<file path="src/sv/jcc_pkg.sv">
package jcc_pkg;

  localparam int unsigned CP_W = 21;

  localparam logic [CP_W-1:0] CP_ZWNJ      = 21'h0200C;
  localparam logic [CP_W-1:0] CP_ZWJ       = 21'h0200D;
  localparam logic [CP_W-1:0] CP_FATHATAN  = 21'h0064B;
  localparam logic [CP_W-1:0] CP_ALM       = 21'h0061C;
  localparam logic [CP_W-1:0] CP_BEH       = 21'h00628;
  localparam logic [CP_W-1:0] CP_LAM       = 21'h00644;
  localparam logic [CP_W-1:0] CP_ALEF      = 21'h00627;

  localparam int unsigned VIRAMA_COUNT = 21;

  localparam logic [CP_W-1:0] VIRAMA_TABLE [VIRAMA_COUNT] = '{
    21'h0094D, 21'h009CD, 21'h00A4D, 21'h00ACD, 21'h00B4D, 21'h00BCD, 21'h00C4D,
    21'h00CCD, 21'h00D4D, 21'h00DCA, 21'h01039, 21'h017D2, 21'h01B44, 21'h01BAA,
    21'h01BAB, 21'h0A953, 21'h0AAF6, 21'h1104D, 21'h111C0, 21'h11A3A, 21'h11A99
  };

  typedef enum logic [2:0] {
    JT_OTHER,
    JT_RIGHT,
    JT_LEFT,
    JT_DUAL,
    JT_TRANSPARENT
  } join_type_t;

  // classified word handed from front to back
  typedef struct packed {
    join_type_t jt;
    logic       virama;
    logic       is_zwnj;
    logic       is_zwj;
    logic       last;
  } cls_t;

  localparam int unsigned CLS_W = $bits(cls_t);

endpackage

</file>
<file path="src/sv/joiner_context_checker_top.sv">
// Channel   Ports                                  Handshake
// input     in_code_point[20:0], in_last_of_label  in_push, in_full
// result    out_label_valid                        out_pop, out_empty
//
// One code point per cycle while in_full is low; the front classifies a word
// as it is pushed into a QUEUE_DEPTH-entry queue and the back applies the
// rules at one word per cycle while the result queue has room. Synchronous
// active-low reset empties both queues and clears the label context. in_full
// rises only after the back has stalled behind a full two-entry result queue
// long enough to fill the input queue.
module joiner_context_checker_top import jcc_pkg::*; #(
  parameter int unsigned QUEUE_DEPTH = 4
) (
  input  logic            clk,
  input  logic            rst_n,
  input  logic            in_push,
  output logic            in_full,
  input  logic [CP_W-1:0] in_code_point,
  input  logic            in_last_of_label,
  output logic            out_empty,
  input  logic            out_pop,
  output logic            out_label_valid
);

  cls_t             front_cls;
  cls_t             back_cls;
  logic [CLS_W-1:0] q_rd_data;
  logic             q_empty;
  logic             q_pop;
  logic             res_full;
  logic             res_push;
  logic             res_valid;

  jcc_front u_front (
    .code_point    (in_code_point),
    .last_of_label (in_last_of_label),
    .cls           (front_cls)
  );

  jcc_fifo #(
    .WIDTH (CLS_W),
    .DEPTH (QUEUE_DEPTH)
  ) u_cls_q (
    .clk     (clk),
    .rst_n   (rst_n),
    .push    (in_push),
    .wr_data (front_cls),
    .pop     (q_pop),
    .rd_data (q_rd_data),
    .empty   (q_empty),
    .full    (in_full)
  );

  assign back_cls = cls_t'(q_rd_data);

  jcc_back u_back (
    .clk       (clk),
    .rst_n     (rst_n),
    .cls       (back_cls),
    .cls_empty (q_empty),
    .cls_pop   (q_pop),
    .res_full  (res_full),
    .res_push  (res_push),
    .res_valid (res_valid)
  );

  jcc_fifo #(
    .WIDTH (1),
    .DEPTH (2)
  ) u_res_q (
    .clk     (clk),
    .rst_n   (rst_n),
    .push    (res_push),
    .wr_data (res_valid),
    .pop     (out_pop),
    .rd_data (out_label_valid),
    .empty   (out_empty),
    .full    (res_full)
  );

endmodule

</file>
<file path="src/sv/jcc_fifo.sv">
module jcc_fifo #(
  parameter int unsigned WIDTH = 8,
  parameter int unsigned DEPTH = 4
) (
  input  logic             clk,
  input  logic             rst_n,
  input  logic             push,
  input  logic [WIDTH-1:0] wr_data,
  input  logic             pop,
  output logic [WIDTH-1:0] rd_data,
  output logic             empty,
  output logic             full
);

  localparam int unsigned PTR_W = (DEPTH > 1) ? $clog2(DEPTH) : 1;
  localparam int unsigned CNT_W = $clog2(DEPTH + 1);

  logic [WIDTH-1:0] mem_r [DEPTH];
  logic [PTR_W-1:0] wr_ptr_r, wr_ptr_nxt;
  logic [PTR_W-1:0] rd_ptr_r, rd_ptr_nxt;
  logic [CNT_W-1:0] count_r, count_nxt;
  logic             do_push;
  logic             do_pop;

  assign empty   = (count_r == '0);
  assign full    = (count_r == CNT_W'(DEPTH));
  assign do_push = push && !full;
  assign do_pop  = pop && !empty;
  assign rd_data = mem_r[rd_ptr_r];

  always_comb begin
    wr_ptr_nxt = wr_ptr_r;
    rd_ptr_nxt = rd_ptr_r;
    count_nxt  = count_r;
    if (do_push) begin
      wr_ptr_nxt = (wr_ptr_r == PTR_W'(DEPTH - 1)) ? '0 : wr_ptr_r + 1'b1;
    end
    if (do_pop) begin
      rd_ptr_nxt = (rd_ptr_r == PTR_W'(DEPTH - 1)) ? '0 : rd_ptr_r + 1'b1;
    end
    if (do_push && !do_pop) begin
      count_nxt = count_r + 1'b1;
    end else if (do_pop && !do_push) begin
      count_nxt = count_r - 1'b1;
    end
  end

  always_ff @(posedge clk) begin
    if (!rst_n) begin
      wr_ptr_r <= '0;
      rd_ptr_r <= '0;
      count_r  <= '0;
    end else begin
      wr_ptr_r <= wr_ptr_nxt;
      rd_ptr_r <= rd_ptr_nxt;
      count_r  <= count_nxt;
    end
  end

  always_ff @(posedge clk) begin
    if (do_push) begin
      mem_r[wr_ptr_r] <= wr_data;
    end
  end

  a_count_bound: assert property (@(posedge clk) disable iff (!rst_n)
    count_r <= CNT_W'(DEPTH))
    else $error("fifo count above depth");

  a_pop_empty_holds: assert property (@(posedge clk) disable iff (!rst_n)
    (empty && !push) |=> empty)
    else $error("fifo left empty without a push");

  a_full_no_grow: assert property (@(posedge clk) disable iff (!rst_n)
    (full && !pop) |=> full && $stable(wr_ptr_r))
    else $error("fifo accepted a word while full");

endmodule

</file>
<file path="src/sv/jcc_front.sv">
module jcc_front import jcc_pkg::*; (
  input  logic [CP_W-1:0] code_point,
  input  logic            last_of_label,
  output cls_t            cls
);

  logic virama_hit;

  always_comb begin
    virama_hit = 1'b0;
    for (int i = 0; i < VIRAMA_COUNT; i++) begin
      if (VIRAMA_TABLE[i] == code_point) begin
        virama_hit = 1'b1;
      end
    end
  end

  always_comb begin
    cls.virama    = virama_hit;
    cls.is_zwnj   = (code_point == CP_ZWNJ);
    cls.is_zwj    = (code_point == CP_ZWJ);
    cls.last      = last_of_label;
    if (code_point == CP_ZWNJ || code_point == CP_ZWJ ||
        code_point == CP_FATHATAN || code_point == CP_ALM) begin
      cls.jt = JT_TRANSPARENT;
    end else if (code_point == CP_BEH || code_point == CP_LAM) begin
      cls.jt = JT_DUAL;
    end else if (code_point == CP_ALEF) begin
      cls.jt = JT_RIGHT;
    end else begin
      cls.jt = JT_OTHER;
    end
  end

endmodule

</file>
<file path="src/sv/jcc_back.sv">
module jcc_back import jcc_pkg::*; (
  input  logic clk,
  input  logic rst_n,
  input  cls_t cls,
  input  logic cls_empty,
  output logic cls_pop,
  input  logic res_full,
  output logic res_push,
  output logic res_valid
);

  logic prev_virama_r, prev_virama_nxt;
  logic prev_ld_r, prev_ld_nxt;
  logic pend_r, pend_nxt;
  logic fail_r, fail_nxt;
  logic pend_mid;
  logic fail_mid;

  assign cls_pop  = !cls_empty && !res_full;
  assign res_push = cls_pop && cls.last;

  always_comb begin
    pend_mid = pend_r;
    fail_mid = fail_r;
    // settle a waiting ZWNJ on the next non-transparent character
    if (pend_r && cls.jt != JT_TRANSPARENT) begin
      if (cls.jt != JT_RIGHT && cls.jt != JT_DUAL) begin
        fail_mid = 1'b1;
      end
      pend_mid = 1'b0;
    end
    if (cls.is_zwnj && !prev_virama_r) begin
      if (prev_ld_r) begin
        pend_mid = 1'b1;
      end else begin
        fail_mid = 1'b1;
      end
    end
    if (cls.is_zwj && !prev_virama_r) begin
      fail_mid = 1'b1;
    end
    res_valid = !fail_mid && !pend_mid;

    prev_virama_nxt = prev_virama_r;
    prev_ld_nxt     = prev_ld_r;
    pend_nxt        = pend_r;
    fail_nxt        = fail_r;
    if (cls_pop) begin
      if (cls.last) begin
        // label done: drop all context
        prev_virama_nxt = 1'b0;
        prev_ld_nxt     = 1'b0;
        pend_nxt        = 1'b0;
        fail_nxt        = 1'b0;
      end else begin
        prev_virama_nxt = cls.virama;
        if (cls.jt != JT_TRANSPARENT) begin
          prev_ld_nxt = (cls.jt == JT_LEFT) || (cls.jt == JT_DUAL);
        end
        pend_nxt = pend_mid;
        fail_nxt = fail_mid;
      end
    end
  end

  always_ff @(posedge clk) begin
    if (!rst_n) begin
      prev_virama_r <= 1'b0;
      prev_ld_r     <= 1'b0;
      pend_r        <= 1'b0;
      fail_r        <= 1'b0;
    end else begin
      prev_virama_r <= prev_virama_nxt;
      prev_ld_r     <= prev_ld_nxt;
      pend_r        <= pend_nxt;
      fail_r        <= fail_nxt;
    end
  end

  a_clear_after_last: assert property (@(posedge clk) disable iff (!rst_n)
    (cls_pop && cls.last) |=> (!prev_virama_r && !prev_ld_r && !pend_r && !fail_r))
    else $error("context not cleared after end of label");

  a_zwj_needs_virama: assert property (@(posedge clk) disable iff (!rst_n)
    (cls_pop && cls.is_zwj && !prev_virama_r && !cls.last) |=> fail_r)
    else $error("ZWJ without virama not flagged");

  a_fail_sticky: assert property (@(posedge clk) disable iff (!rst_n)
    (fail_r && !(cls_pop && cls.last)) |=> fail_r)
    else $error("failure dropped inside a label");

  a_pending_blocks_valid: assert property (@(posedge clk) disable iff (!rst_n)
    (res_push && pend_r && cls.jt == JT_TRANSPARENT) |-> !res_valid)
    else $error("label passed with ZWNJ still pending");

endmodule
</file>
<file path="config.mk">
export PLATFORM = sky130hd
export DESIGN_NAME = joiner_context_checker_top
export DESIGN_NICKNAME = d
export VERILOG_FILES = /design/src/sv/jcc_pkg.sv /design/src/sv/joiner_context_checker_top.sv /design/src/sv/jcc_fifo.sv /design/src/sv/jcc_front.sv /design/src/sv/jcc_back.sv
export SDC_FILE = /design/constraint.sdc
export NUM_CORES = 1
export LEC_CHECK = 0
export BUFFER_PORTS_ARGS = -buffer_cell sky130_fd_sc_hd__clkbuf_2
export CAP_MARGIN = 20
export CORE_MARGIN = 5
export CORE_UTILIZATION = 65
export CTS_BUF_LIST = sky130_fd_sc_hd__clkbuf_4 sky130_fd_sc_hd__clkbuf_8
export DETAILED_ROUTE_END_ITERATION = 8
export HOLD_SLACK_MARGIN = 0.15
export PLACE_DENSITY = 0.95
export SETUP_SLACK_MARGIN = 0.4
export SLEW_MARGIN = 0
export SYNTH_ARGS = -nofsm -noshare
export SYNTH_HDL_FRONTEND = slang
export SYNTH_SLANG_ARGS = --single-unit
</file>
<file path="constraint.sdc">
create_clock -name clk -period 3.8 [get_ports clk]
set_clock_uncertainty 0.1 [all_clocks]
set_input_delay 0.19 -clock clk [delete_from_list [all_inputs] [get_ports clk]]
set_output_delay 0.19 -clock clk [all_outputs]
set_load 0.005 [all_outputs]
</file>
== Word-level counts from Yosys, hierarchy flattened ==
Memories as Yosys holds them, arrays and structs flattened. A register that Yosys moved wholly into a read port is not among the register bits.
Index checks and enable logic that the tools add are counted.
Storage, ports and cells
  latch bits: 0
  ROM bits: 0
  bits in registers: 15
  bits in writable memories: 30
  memories: 2
  logic and storage cells: 147
Operators by class
  shifts and indexed selects: 0
  $add $sub $neg: 8
  muxes and demuxes: 53
  magnitude comparators: 0
  bitwise logic cells: 0
  multiply operators: 0
  equal/unequal tests: 37
  reductions and logical operators: 37
  divide/modulo/power cells: 0
Memory list
  u_cls_q.mem_r: words 4, width 7, read ports 1, clocked after Yosys merged registers in 1, write ports 1, RTL line jcc_fifo.sv:18  | logic [WIDTH-1:0] mem_r [DEPTH];
  u_res_q.mem_r: words 2, width 1, read ports 1, clocked after Yosys merged registers in 1, write ports 1, RTL line jcc_fifo.sv:18
Operator list (number)
  $eq 12x21->1 const A: 10
  $eq 13x21->1 const A: 5
  $eq 21x11->1 const B: 5
  $eq 17x21->1 const A: 4
  $mux 1: 43
  $eq 16x21->1 const A: 2
  $eq 21x14->1 const B: 2
  $logic_and 1x1->1: 15
  $mux 2: 6
  $mux 3: 4
  $logic_not 1->1: 11
  $add 2x1->2 const B: 3
  $eq 2x2->1 const B: 3
  $eq 3x2->1 const B: 2
  $reduce_bool 2->1: 3
  $logic_or 1x1->1: 5
  $add 3x1->3 const B: 1
  $eq 3x3->1 const B: 1
  $logic_not 3->1: 1
  $ne 3x1->1 const B: 1
  $ne 3x2->1 const B: 1
  $ne 3x3->1 const B: 1
  $sub 3x1->3 const B: 1
  $add 1x1->1 const B: 2
  other kinds (3): 3

== Depth between registers and ports, before layout ==
Gate-level depths: netlist (run 1).
  depth in word-level cells: 22
  gate-level depth with buffers: 9
  gate-level depth less buffers: 9

== By module ==
From an unflattened synthesis (run 1), not the netlist that was laid out.
Second synthesis, totals
  cells, all modules: 229
  area total of the unflattened synthesis: 2640.0 um^2
Modules (own cells, without submodules)
  jcc_fifo at u_cls_q: cells each 88, area each 1492.7 um^2, times used 1, seq. area each 1021.0 um^2
  jcc_front: cells each 85, area each 615.6 um^2, times used 1, seq. area each 0.0 um^2
  jcc_fifo at u_res_q: cells each 28, area each 305.3 um^2, times used 1, seq. area each 160.2 um^2
  jcc_back: cells each 28, area each 226.5 um^2, times used 1, seq. area each 80.1 um^2

== Worst setup path after synthesis (run 1) ==
Ideal clock, no wire load.
  path type: reg-to-reg
  from: register u_cls_q.count_r[0]
  to: register u_cls_q.count_r[2]
  path slack: 1.593 ns
  buffers on the path: 0
  arrival time: 2.037 ns
  stages on the path, launching flop included: 9
  cell sequence: dfxtp_1 -> o32a_1 -> clkinv_1 -> ha_1 -> inv_1 -> fa_1 -> xor2_1 -> or3_1 -> a21oi_1
On the way
  cells in the longest elaborated chain, start to end: 7
Ends and longest elaborated chain
  from (decl): RTL line jcc_fifo.sv:21  | logic [CNT_W-1:0] count_r, count_nxt;
  from (signal assigned): RTL line jcc_fifo.sv:56  | count_r <= count_nxt;
  parallel branches: the longest is 7 deep, another holds $sub 3x1->3
Several ways; the timed one is not identified. The select of a mux whose other input is x is not followed.
A chain may end at the register's enable or synchronous reset.

==> results.yml, run 1 <==
outcome:
  status: "complete, no violations"
timing:
  post-route-period-util: 0.657
  timing.fmax_mhz: 400
  slew-limit-headroom: 0.684
  tightest_slew_ns: 0.475
  slew_viol_final: 0
  hold_violations: 0
  fin_tns_setup_ns: 0
  setup_viol: 0
  rsz0062_at_grt: "false"
  period_needed_ns: 2.50
  setup_ws_ns: 1.30
worst_setup_path:
  crit_type: "reg2reg"
  timing.rr.end: "u_res_q.count_r[1]$_SDFFE_PN0P_"
  cp_data_required_time_ns: 3.94
  startpoint_type: "flop"
  r2r_slack_ns: 1.30
  crit_fanout: 7
  end_kind: "flop"
  reg2reg_depth: 7
  cp.arrival_ns: 2.64
pwr:
  p_int_mw: 1.05
  leakage_nw: 0.974
  power_density_mw_per_mm2: 571
  p_comb_frac: 0.330
  netSwitchingPower_mw: 0.533
  peakVddDrop_v: 0.000182
  power.share.sequential: 0.464
  switching_share: 0.336
  clkPwrFrac: 0.206
floorplanning:
  dieArea_mm2: 0.00520
  die_height_um: 72.1
  pin_count: 29
  rows: 22
  initial_core_util: 0.680
  fp.dieW_um: 72.1
  core_mm2: 0.00369
synth:
  synth.most_common_cell: "edfxtp_1"
  syn_nets: 252
  synth-async-reset-ratio: 0
  synth_top_cell_by_area: "edfxtp_1"
  synth_edf_count: 30
  synthFlopType: "edfxtp_1"
  syn_inst: 218
  netlist_area_mm2: 0.00251
  synth.top_cells.by_area: "edfxtp_1 36%, dfxtp_1 14%, mux4_2 6.3%"
  yosysWarnings: 0
  yosys.area.top_type_share: 0.359
  syn_area_per_cell_um2: 11.5
  synth_common_cells: "30 x edfxtp_1, 21 x nor2_1, 18 x dfxtp_1"
  synth.distinct_cells: 50
  seq_area_frac_synth: 0.503
  synth_seq_cells: 48
clock_tree:
  clk_latency_ns: 0.30
  cts_tree: "yes"
  cts_sinks: 48
  clkTransAtPathRegs_ns: 0.09
  cts_htree_levels: 2
  postCtsResizedCells: 0
  cts_hold_buf: 2
  clockBufferDepth: 2
  cts-root-buf: "clkbuf_8"
  cts_buffers: 5
  post_cts_buffers: 0
detailed_routing:
  postRouteAntennaNets: 0
  num_vias: 1813
  drt_iter0_markers: 98
  wl_per_cell_um: 16.7
  drt_wl_total_um: 4890
  dr.pass1.iters: 4
  drc: 0
  vias_per_cell: 6.21
hold_path:
  whs_endpoint: "u_cls_q.mem_r[1][3]$_DFFE_PP_"
  holdCritPathClass: "in2reg"
  whs_path_depth: 2
  hp-start: "in_code_point[16]"
grt:
  antenna_found_initial: 0
  grt_pass1_vias: 1826
  grt_first_pass_wirelength_um: 8090
  grt_usage: 0.200
  grt_max_degree: 17
  grt-ovfl-total: 0
placed_design:
  gp_congestion: 0.907
  placement.io_buffers: 28
  place_ws_ns: 1.32
  dp_hpwl_um: 3820
final_layout:
  drive_above_1_share: 0.201
  nNetsFinal: 277
  n_fill_cell: 249
  area_growth_pct: 10.7
  diodes: 0
  regArea_mm2: 0.00126
  multi_input_area_mm2: 0.00116
run:
  cap_violations: 0
-- kinds of logic after synthesis --
family	Yosys count	share of synthesized area
adder cells (fa/ha/maj)	8	0.0429
buffers and inverters	22	0.0359
flip-flops	48	0.503
XOR/XNOR	6	0.0209
multiplexers	11	0.0793
AND/OR/NAND/NOR	89	0.225
AO/OA/AOI/OAI	34	0.0933
-- flip-flops by register name, indices dropped and copies added, names as in the netlist, named ones only --
register and flops:
u_res_q.wr_ptr_r 1, u_back.prev_virama_r 1, u_back.prev_ld_r 1, u_res_q.count_r 2, u_res_q.mem_r 2, u_cls_q.count_r 3, u_cls_q.mem_r 28, u_cls_q.rd_ptr_r 2
u_back.fail_r 1, u_back.pend_r 1, u_cls_q.wr_ptr_r 2, u_res_q.rd_ptr_r 1
-- power by group through the flow --
stage,clock [mW],sequential (mW),combinational [mW]
3_5_place_dp,0,0.747,0.514
5_1_grt,0.354,0.747,0.576
2_1_floorplan,0,0.704,0.424
4_1_cts,0.332,0.735,0.521
3_3_place_gp,0,0.736,0.475
6_report,0.326,0.735,0.523
-- final cells by class --
cell class                      count  area share
Tap cell                           48      0.0216
Sequential cell                    48       0.454
Multi-Input combinational cell    148       0.417
Inverter                           10      0.0135
Clock inverter                      2     0.00631
Clock buffer                        6      0.0297
Timing Repair Buffer               30      0.0577
-- worst max-delay path by stage --
stage	endpoint	start	slack, ns	cells after the start
finish	u_res_q.count_r[1]$_SDFFE_PN0P_	flop	1.30	7
global route	u_res_q.count_r[1]$_SDFFE_PN0P_	flop	1.13	7
CTS	u_res_q.count_r[1]$_SDFFE_PN0P_	flop	1.31	7
detailed placement	u_res_q.count_r[1]$_SDFFE_PN0P_	flop	1.32	7
global placement	u_res_q.count_r[1]$_SDFFE_PN0P_	flop	1.43	6
floorplan	u_cls_q.count_r[2]$_SDFFE_PN0P_	u_cls_q.count_r[0]$_SDFFE_PN0P_	1.59	8
-- cell usage in the layout, fill, tap and decap left out, types with 6 or more instances in the layout --
master,count
a21oi_1,9
clkbuf_2,28
clkbuf_8,6
dfxtp_1,18
edfxtp_1,30
ha_1,7
inv_1,9
mux4_2,7
nand2_1,7
nand4b_1,6
nor2_1,21
nor2b_1,8
nor3b_1,9
nor4bb_1,6
o21ai_0,8
or3_1,6
-- worst max-delay path, cell delays in order (launching register included) --
cell and delay, ns:
dfxtp_1 0.62, mux4_2 0.60, nand2_1 0.19, inv_1 0.07, ha_1 0.21, xor2_1 0.17, or3_1 0.33, a21oi_1 0.14
-- layer usage --
layer | routed length, µm | GRT usage | up-vias
met5 | 0 | 0 | -
met4 | 99 | 0.0731 | 0
met3 | 262 | 0.0388 | 11
met2 | 2570 | 0.361 | 68
met1 | 1950 | 0.233 | 862
li1 | - | - | 872
-- per-stage QoR --
stage               instances  total power, mW   util  hold slack, ns  instance area (µm²)
floorplan                 218             1.13      -           0.189                 2510
global placement          282             1.21  0.720           0.318                 2660
detailed placement        282             1.26  0.720           0.324                 2660
CTS                       292             1.59  0.753           0.162                 2780
global route              292             1.68  0.753           0.188                 2780
finish                    292             1.58  0.753           0.178                 2780
Note: power is estimated with default switching activity, not from simulation.
==> inputs of run 2 (changes only) <==
--- a/config.mk
+++ b/config.mk
@@ -8,11 +8,11 @@
 export BUFFER_PORTS_ARGS = -buffer_cell sky130_fd_sc_hd__clkbuf_2
 export CAP_MARGIN = 20
 export CORE_MARGIN = 5
-export CORE_UTILIZATION = 65
+export CORE_UTILIZATION = 60
 export CTS_BUF_LIST = sky130_fd_sc_hd__clkbuf_4 sky130_fd_sc_hd__clkbuf_8
 export DETAILED_ROUTE_END_ITERATION = 8
 export HOLD_SLACK_MARGIN = 0.15
-export PLACE_DENSITY = 0.95
+export PLACE_DENSITY = 0.93
 export SETUP_SLACK_MARGIN = 0.4
 export SLEW_MARGIN = 0
 export SYNTH_ARGS = -nofsm -noshare
==> constraint.sdc (replaced) <==
create_clock -name clk -period 2.6 [get_ports clk]
set_clock_uncertainty 0.1 [all_clocks]
set_input_delay 0.13 -clock clk [delete_from_list [all_inputs] [get_ports clk]]
set_output_delay 0.13 -clock clk [all_outputs]
set_load 0.005 [all_outputs]
==> run 2 against run 1 <==
Fmax rose by 14%. Sequential share of layout area shrank 1.3 points. Cell count grew 3.8%. Global-route usage down 0.36 points. Critical path type unchanged. Largest power group unchanged.
==> results.yml, run 2 (synthesis results as in run 1) <==
detailed_routing:
  drt-met1-wl_um: 2070
  num_vias: 1851
  vias_per_cell: 6.11
  postRouteAntennaNets: 0
  dr_wl_met3_um: 241
  wl_per_cell_um: 16.7
  drc: 0
  wl_met2_um: 2650
  drt_iter0_markers: 124
  dr.pass1.iters: 4
  drt_wl_total_um: 5070
  routed.top_layer: "met4"
placed_design:
  dp_hpwl_um: 3650
  gp_congestion: 0.939
  placement.io_buffers: 28
floorplanning:
  initial_core_util: 0.623
  pin_count: 29
  rows: 23
  dieArea_mm2: 0.00557
  die_height_um: 74.7
  core_mm2: 0.00403
  fp.dieW_um: 74.7
grt:
  grt_usage: 0.196
  grt_max_degree: 15
  grt_first_pass_wirelength_um: 8340
  grt_pass1_vias: 1806
  antenna_found_initial: 0
  grt-ovfl-total: 0
worst_setup_path:
  critPathMaxStageDelay_ns: 0.40
  startpoint_type: "flop"
  crit_buf_inv: 2
  cp.arrival_ns: 2.33
  cp_data_required_time_ns: 2.73
  crit_path_start: "u_cls_q.count_r[0]$_SDFFE_PN0P_"
  cp_slowest_cell: "or3_1"
  cp_cell_sequence: "o32a_1 > clkinv_2 > ha_4 > inv_1 > fa_2 > xor2_1 > or3_1 > a21oi_2"
  worst_r2r_startpoint: "u_cls_q.count_r[0]$_SDFFE_PN0P_"
  crit_fanout: 4
  cp_top_family: "compound AO/OA/AOI/OAI gates"
  end_kind: "flop"
  crit_type: "reg2reg"
final_layout:
  nNetsFinal: 286
  mostFrequentLayoutCell: "edfxtp_1"
  area_growth_pct: 14.7
  n_fill_cell: 277
  diodes: 0
  regMostFlops: "u_cls_q.mem_r"
  regArea_mm2: 0.00127
  post-route-util: 0.714
  mostFrequentLayoutCells: "30 x edfxtp_1, 28 x clkbuf_2, 21 x nor2_1, 15 x dfxtp_1"
  drive_above_1_share: 0.257
  largest_reg_flops: 28
  top_regs: "u_cls_q.mem_r (28), u_cls_q.count_r (3)"
  multi_input_area_mm2: 0.00118
hold_path:
  holdCritPathClass: "in2reg"
  hp-start: "out_pop"
timing:
  hold_violations: 0
  tightest_slew_ns: 0.528
  fin_tns_setup_ns: 0
  slew_viol_final: 0
  timing.fmax_mhz: 456
  rsz0062_at_grt: "true"
  setup_viol: 0
  period_needed_ns: 2.19
  post-route-period-util: 0.844
  slew-limit-headroom: 0.648
pwr:
  p_int_mw: 1.65
  switching_share: 0.327
  peakVddDrop_v: 0.000285
  power_density_mw_per_mm2: 853
  netSwitchingPower_mw: 0.803
  clkPwrFrac: 0.184
  power.share.sequential: 0.437
  p_comb_frac: 0.379
  leakage_nw: 1.02
run:
  cap_violations: 0
clock_tree:
  clkTransAtPathRegs_ns: 0.09
  clockBufferDepth: 2
  cts_htree_levels: 2
  clk_latency_ns: 0.30
  cts_buffers: 5
  cts_sinks: 48
  cts-root-buf: "clkbuf_8"
  cts_tree: "yes"
outcome:
  status: "complete, no violations"
## run 2: worst reg2reg max path, stage by stage, from the launching register on
cell	delay, ns
dfxtp_4	0.37
o32a_1	0.38
clkinv_2	0.09
ha_4	0.14
inv_1	0.05
fa_2	0.33
xor2_1	0.16
or3_1	0.40
a21oi_2	0.12
## run 2: what timing repair did
action / CTS / global route
endpoints found under the setup margin: 4 / 4
gates resized for setup: 2 / 9
hold endpoints to repair: 11 / 0
buffers inserted: 2 / 3
pin swaps: 1 / 4
hold buffers: 3 / 0
## run 2: final timing paths
check                                         end  depth (start not counted)  slack, ns
hold / removal                               flop                          4       0.14
hold reg to reg                              flop                          2       0.40
setup reg to reg  u_cls_q.count_r[2]$_SDFFE_PN0P_                          8       0.41
setup / recovery  u_cls_q.count_r[2]$_SDFFE_PN0P_                          8       0.41
## run 2: layout make-up
cell class,instances,share of cell area
multi-input cells,148,0.411
inverters,10,0.0135
clock buffers,8,0.0318
flip-flops and latches,48,0.441
well taps,50,0.0217
repair buffers,39,0.0800
## run 2: stage by stage
| step | setup slack, ns | power, mW | instance area [µm²] | hold WS, ns | instances |
|---|---|---|---|---|---|
| finish | 0.406 | 2.45 | 2880 | 0.141 | 303 |
| detailed placement | 0.213 | 1.86 | 2680 | 0.281 | 287 |
| global placement | 0.336 | 1.80 | 2680 | 0.268 | 287 |
| floorplan | 0.423 | 1.65 | 2510 | 0.129 | 218 |
| global route | 0.342 | 2.61 | 2880 | 0.169 | 303 |
| CTS | 0.393 | 2.34 | 2820 | 0.151 | 300 |
## run 2: metal layers
metal | GRT usage | up-vias
met5 | 0 | -
met4 | 0.0553 | 0
met3 | 0.0401 | 11
met2 | 0.343 | 67
met1 | 0.247 | 881
li1 | - | 892
## run 2: power by group through the flow
stage               registers (mW)  clock network (mW)  logic, mW
global route                  1.09               0.490       1.04
finish                        1.07               0.452      0.930
detailed placement            1.08                   0      0.783
floorplan                     1.03                   0      0.623
CTS                           1.06               0.450      0.830
global placement              1.07                   0      0.735
